--- src/sv/whl_pkg.sv ---
// Shared types and constants for the weighted code histogram lookup table.
package whl_pkg;

	localparam int LUT_BINS_DEF    = 256;
	localparam int MAX_SAMPLES_DEF = 65536;

	localparam int CMD_W     = 2;
	localparam int CODE_W    = 8;
	localparam int WEIGHT_W  = 32;
	localparam int SUM_W     = 40;
	localparam int LUT_W     = 16;
	localparam int NUM_POS_W = 16;
	localparam int DIV_STEPS = LUT_W;
	localparam int DIV_CNT_W = $clog2(DIV_STEPS);

	localparam int APB_ADDR_W = 3;
	localparam int APB_DATA_W = 32;
	localparam logic REG_NUM_POSITIVES = 1'b0;

	typedef enum logic [CMD_W-1:0] {
		CMD_CLEAR = 2'd0,
		CMD_ADD   = 2'd1,
		CMD_READ  = 2'd2
	} cmd_t;

	typedef struct packed {
		logic [CMD_W-1:0]    command;
		logic [CODE_W-1:0]   code;
		logic [WEIGHT_W-1:0] weight;
	} sample_t;

	typedef struct packed {
		logic signed [LUT_W-1:0] lut_value;
		logic                    bin_empty;
	} result_t;

	typedef enum logic [1:0] {
		DIV_IDLE,
		DIV_RUN,
		DIV_DONE
	} div_state_t;

	typedef struct packed {
		logic busy;
		logic done;
	} div_stat_t;

endpackage

--- src/sv/whl_div.sv ---
// Ratio unit: (plus-minus)/(plus+minus) in Q1.15, one quotient bit per cycle.
module whl_div (
	input  logic                        clk,
	input  logic                        arst_n,
	input  logic                        start,
	input  logic [whl_pkg::SUM_W-1:0]   plus,
	input  logic [whl_pkg::SUM_W-1:0]   minus,
	input  logic                        take,
	output whl_pkg::div_stat_t          stat,
	output whl_pkg::result_t            res
);
	import whl_pkg::*;

	div_state_t state_q, state_d;

	logic [SUM_W+1:0]     rem_q;
	logic [SUM_W:0]       den_q;
	logic [LUT_W-1:0]     quo_q;
	logic [DIV_CNT_W-1:0] cnt_q;
	logic                 neg_q;
	logic                 empty_q;

	logic [SUM_W:0]   total;
	logic [SUM_W-1:0] mag;
	logic             ge;
	logic [SUM_W+1:0] rem_next;

	assign total    = {1'b0, plus} + {1'b0, minus};
	assign mag      = (plus >= minus) ? (plus - minus) : (minus - plus);
	assign ge       = rem_q >= {1'b0, den_q};
	assign rem_next = ge ? (rem_q - {1'b0, den_q}) : rem_q;

	always_comb begin
		state_d = state_q;
		case (state_q)
			DIV_IDLE: begin
				if (start) begin
					state_d = (total == '0) ? DIV_DONE : DIV_RUN;
				end
			end
			DIV_RUN: begin
				if (cnt_q == '0) begin
					state_d = DIV_DONE;
				end
			end
			DIV_DONE: begin
				if (take) begin
					state_d = DIV_IDLE;
				end
			end
			default: state_d = DIV_IDLE;
		endcase
	end

	always_comb begin
		stat.busy = 1'b0;
		stat.done = 1'b0;
		case (state_q)
			DIV_IDLE: begin
				stat.busy = 1'b0;
			end
			DIV_RUN: begin
				stat.busy = 1'b1;
			end
			DIV_DONE: begin
				stat.busy = 1'b1;
				stat.done = 1'b1;
			end
			default: stat.busy = 1'b1;
		endcase
	end

	always_ff @(posedge clk or negedge arst_n) begin
		if (!arst_n) begin
			state_q <= DIV_IDLE;
		end else begin
			state_q <= state_d;
		end
	end

	always_ff @(posedge clk) begin
		if (state_q == DIV_IDLE && start) begin
			rem_q   <= {2'b00, mag};
			den_q   <= total;
			quo_q   <= '0;
			cnt_q   <= DIV_CNT_W'(DIV_STEPS - 1);
			neg_q   <= plus < minus;
			empty_q <= total == '0;
		end else if (state_q == DIV_RUN) begin
			quo_q <= {quo_q[LUT_W-2:0], ge};
			rem_q <= {rem_next[SUM_W:0], 1'b0};
			cnt_q <= cnt_q - 1'b1;
		end
	end

	always_comb begin
		res.bin_empty = empty_q;
		if (neg_q) begin
			res.lut_value = -quo_q;
		end else if (quo_q[LUT_W-1]) begin
			res.lut_value = {1'b0, {(LUT_W-1){1'b1}}};
		end else begin
			res.lut_value = quo_q;
		end
	end

endmodule

--- config.mk ---
export PLATFORM = sky130hd
export DESIGN_NAME = whl_div
export DESIGN_NICKNAME = d
export VERILOG_FILES = /design/src/sv/whl_pkg.sv /design/src/sv/whl_div.sv
export SDC_FILE = /design/constraint.sdc
export NUM_CORES = 1
export LEC_CHECK = 0
export BUFFER_PORTS_ARGS = -buffer_cell sky130_fd_sc_hd__clkbuf_2
export CAP_MARGIN = 15
export CORE_MARGIN = 1
export CORE_UTILIZATION = 65
export CTS_BUF_LIST = sky130_fd_sc_hd__clkbuf_8
export CTS_CLUSTER_SIZE = 20
export DETAILED_ROUTE_END_ITERATION = 8
export PLACE_DENSITY = 0.85
export SYNTH_ARGS = -nofsm -noshare
export SYNTH_HDL_FRONTEND = slang
export SYNTH_SLANG_ARGS = --single-unit
--- constraint.sdc ---
create_clock -name clk -period 10.7 [get_ports clk]
set_clock_uncertainty 0.2 [all_clocks]
set_input_delay 2.14 -clock clk [delete_from_list [all_inputs] [get_ports clk]]
set_output_delay 2.14 -clock clk [all_outputs]
set_load 0.1 [all_outputs]
==> impl_metrics.toml <==
[status]
outcome = "complete, no violations"

[worst_setup_path]
crit_path_end_kind = "register"
r2r_start = "rem_q[3]"
crit_type = "in -> reg"
arrival_ns = 6.58
critPathRequiredTime_ns = 10.59
ff2ff_path_depth = 13
crit_path_max_fanout = 18
r2r-end = "rem_q[22]"
rrSetupSlack_ns = 6.04
cp-start-kind = "primary input"

[synthesis]
avgSynthCellArea_um2 = 7.554
syn_area_um2 = 13980
synthDistinctLibCells = 103
synth-seq-cells = 107
synth_edf_count = 83
synth_warnings = 0
ys_seq_area_share_pct = 21.33
syn-instance-count = 1851
synth_nets = 2101
synthArstFlopShare_pct = 1.869
synthFlopType = "edfxtp_1"

[finish]
layout_commonest_cell = "a21oi_1"
layout_common_cells = "a21oi_1, inv_1, nor2_1"
fin_util_pct = 69.67
seq_area_um2 = 2983
drive_above_1_share_pct = 9.038
diodes = 0
fillers = 1839
design_area_um2 = 14690
fin_nets = 2137
multi_input_area_um2 = 9882
area_delta_synth_final_pct = 5.074

[clock_network]
cts.sinks = 107
clockBufferDepth = 2
cts_resized = 0
cts_setup_buffers = 0
worstSkewPairLatency_ns = 0.38
numCtsBuffers = 9
cts_tree = "built"
clk_pin_slew_worst_paths_ns = 0.10
htreeDepth = 3
holdBufCountCts = 0
cts-root-buf = "clkbuf_8"

[grt]
antenna_found_initial = 0
grt-ovfl-total = 0
grt_max_degree = 84
grt_pass1_wl_mm = 65.25
grt.total_usage_pct = 37.46
grt_pass1_vias = 12563

[routing]
dr_total_vias = 14234
via_per_inst = 6.569
route.detailed.drc = 0
ant_nets = 0
wire_per_inst_um = 19.40
drtPass1Iterations = 8
drtIter0Drc = 1738
finalWirelength_mm = 42.04

[floorplan]
fp.dieW_um = 148.7
num_rows = 53
initial_core_util_pct = 66.30
coreArea_um2 = 21090
ioPinCount = 103
die_h_um = 148.7
die_area_um2 = 22100

[timing]
hold_violations = 0
finalCritPeriodShare_pct = 62.56
max_clock_freq_ghz = 0.1494
slew_headroom_pct = 25.03
fin_setup_tns_ns = 0
worstMarginPinSlew_ns = 1.114
setup_viol = 0
rsz0062_at_grt = "false"
fin_crit_ns = 6.694
final-max-slew-violation-count = 0

[pwr]
p_per_area_nw_per_um2 = 235.6
power_mw = 3.462
p_leak_nw = 6.447
vdd_drop_max_uv = 170.2

[placed_design]
io_buffers = 102
place_area_um2 = 14500
gp_congestion = 1.032
hpwl_mm = 33.52

[worst_hold_path]
worstHoldStart = "quo_q[7]"
min_to = "quo_q[8]"
hp-class = "reg -> reg"
whs_path_depth = 2

[run]
maxCapViolCount = 0
cells by family (layout without fill, tap and decap cells):
kind of cell | Yosys count | count (layout) | share of synthesized area, %
AOI/OAI and AO/OA | 640 | 640 | 28.66
and+or+nand+nor | 535 | 535 | 18.33
buffers and inverters | 275 | 316 | 8.107
adders and majority gates | 166 | 166 | 15.07
xor gates and xnor gates | 111 | 111 | 7.221
DFF | 107 | 107 | 21.33
muxes | 17 | 17 | 1.280
registers in the layout (all words and copies together) (netlist names):
signal	flops
rem_q	42
empty_q	1
quo_q	16
den_q	41
state_q	2
cnt_q	4
neg_q	1
per-stage QoR:
stage | cells | hold WS [ns] | setup slack [ns]
after floorplan | 1851 | 0.2609 | 4.620
after CTS | 2167 | 0.3207 | 4.070
after detailed placement | 2151 | 0.2982 | 3.675
final | 2167 | 0.3187 | 4.006
after global placement | 2151 | 0.2875 | 3.768
after global routing | 2167 | 0.3481 | 3.879
final cells by class:
| cell class | instances | share of cell area [%] |
|---|---|---|
| Clock buffer | 9 | 0.8431 |
| Clock inverter | 7 | 0.4769 |
| Inverter | 190 | 4.888 |
| Multi-Input combinational cell | 1469 | 67.26 |
| Sequential cell | 107 | 20.30 |
| Tap cell | 275 | 2.342 |
| Timing Repair Buffer | 110 | 3.883 |
cells in the mapped netlist (5+ instances only):
library cell,count,area (µm²)
a41oi_1,6,52.55
o21a_1,6,45.04
nor2b_1,17,106.4
nor2_1,182,683.2
nand2b_1,22,137.6
a221oi_1,11,96.34
nor3_1,39,195.2
o21ai_0,115,575.6
a21boi_0,7,52.55
or4_1,6,45.04
o31ai_1,13,97.59
buf_2,13,65.06
mux2_2,6,67.56
dfxtp_1,22,440.4
inv_2,5,18.77
o21bai_1,41,307.8
xnor2_1,76,665.6
clkbuf_1,50,187.7
inv_1,182,683.2
a21o_1,34,255.2
a311oi_1,5,43.79
a22oi_1,5,37.54
xnor2_2,5,81.33
a21oi_1,237,1186
buf_6,5,56.30
buf_1,11,41.29
and3_1,10,62.56
and2_1,8,50.05
nor4_1,16,100.1
a211oi_1,46,345.3
xor2_1,30,262.8
nand4_1,24,150.1
nand2_1,125,469.2
a31oi_1,27,168.9
ha_1,162,2027
o21ai_1,13,65.06
nand3_1,36,180.2
nand3b_1,5,37.54
o211ai_1,19,142.6
or3_1,18,112.6
mux2i_1,10,100.1
edfxtp_1,83,2492
metal layers:
| layer | vias to the layer above | wire, µm | GRT usage (%) |
|---|---|---|---|
| met3 | 101 | 4275 | 4.969 |
| met2 | 862 | 18270 | 58.93 |
| met5 | - | 0 | 0 |
| met1 | 6543 | 18170 | 52.89 |
| li1 | 6728 | - | - |
| met4 | 0 | 1327 | 11.96 |
power breakdown:
part | switching (mW) | internal, mW | total [mW]
Clock | 0.144 | 0.108 | 0.252
Combinational | 1.57 | 0.835 | 2.41
Sequential | 0.107 | 0.695 | 0.803
worst max-delay path by stage:
stage	startpoint	to	slack, ns	cells after the start
2_1_floorplan	quo_q[0]	res[15]	4.62	10
3_3_place_gp	plus[10]	empty_q	3.77	13
3_5_place_dp	plus[13]	empty_q	3.68	13
4_1_cts	plus[13]	empty_q	4.07	13
5_1_grt	plus[13]	state_q[0]	3.88	14
6_report	plus[13]	empty_q	4.01	13
worst max-delay path, stage by stage:
cell and delay [ns]:
clkbuf_2 0.11, inv_1 0.05, ha_1 0.71, inv_1 0.20, a21oi_1 0.35, o311ai_1 0.18
nor3_1 0.46, a21oi_1 0.16, nor4b_1 0.49, nand4bb_1 0.26, or4_1 0.44, or4_1 0.42
nor4_2 0.59
Power figures use the tool's default switching activity.
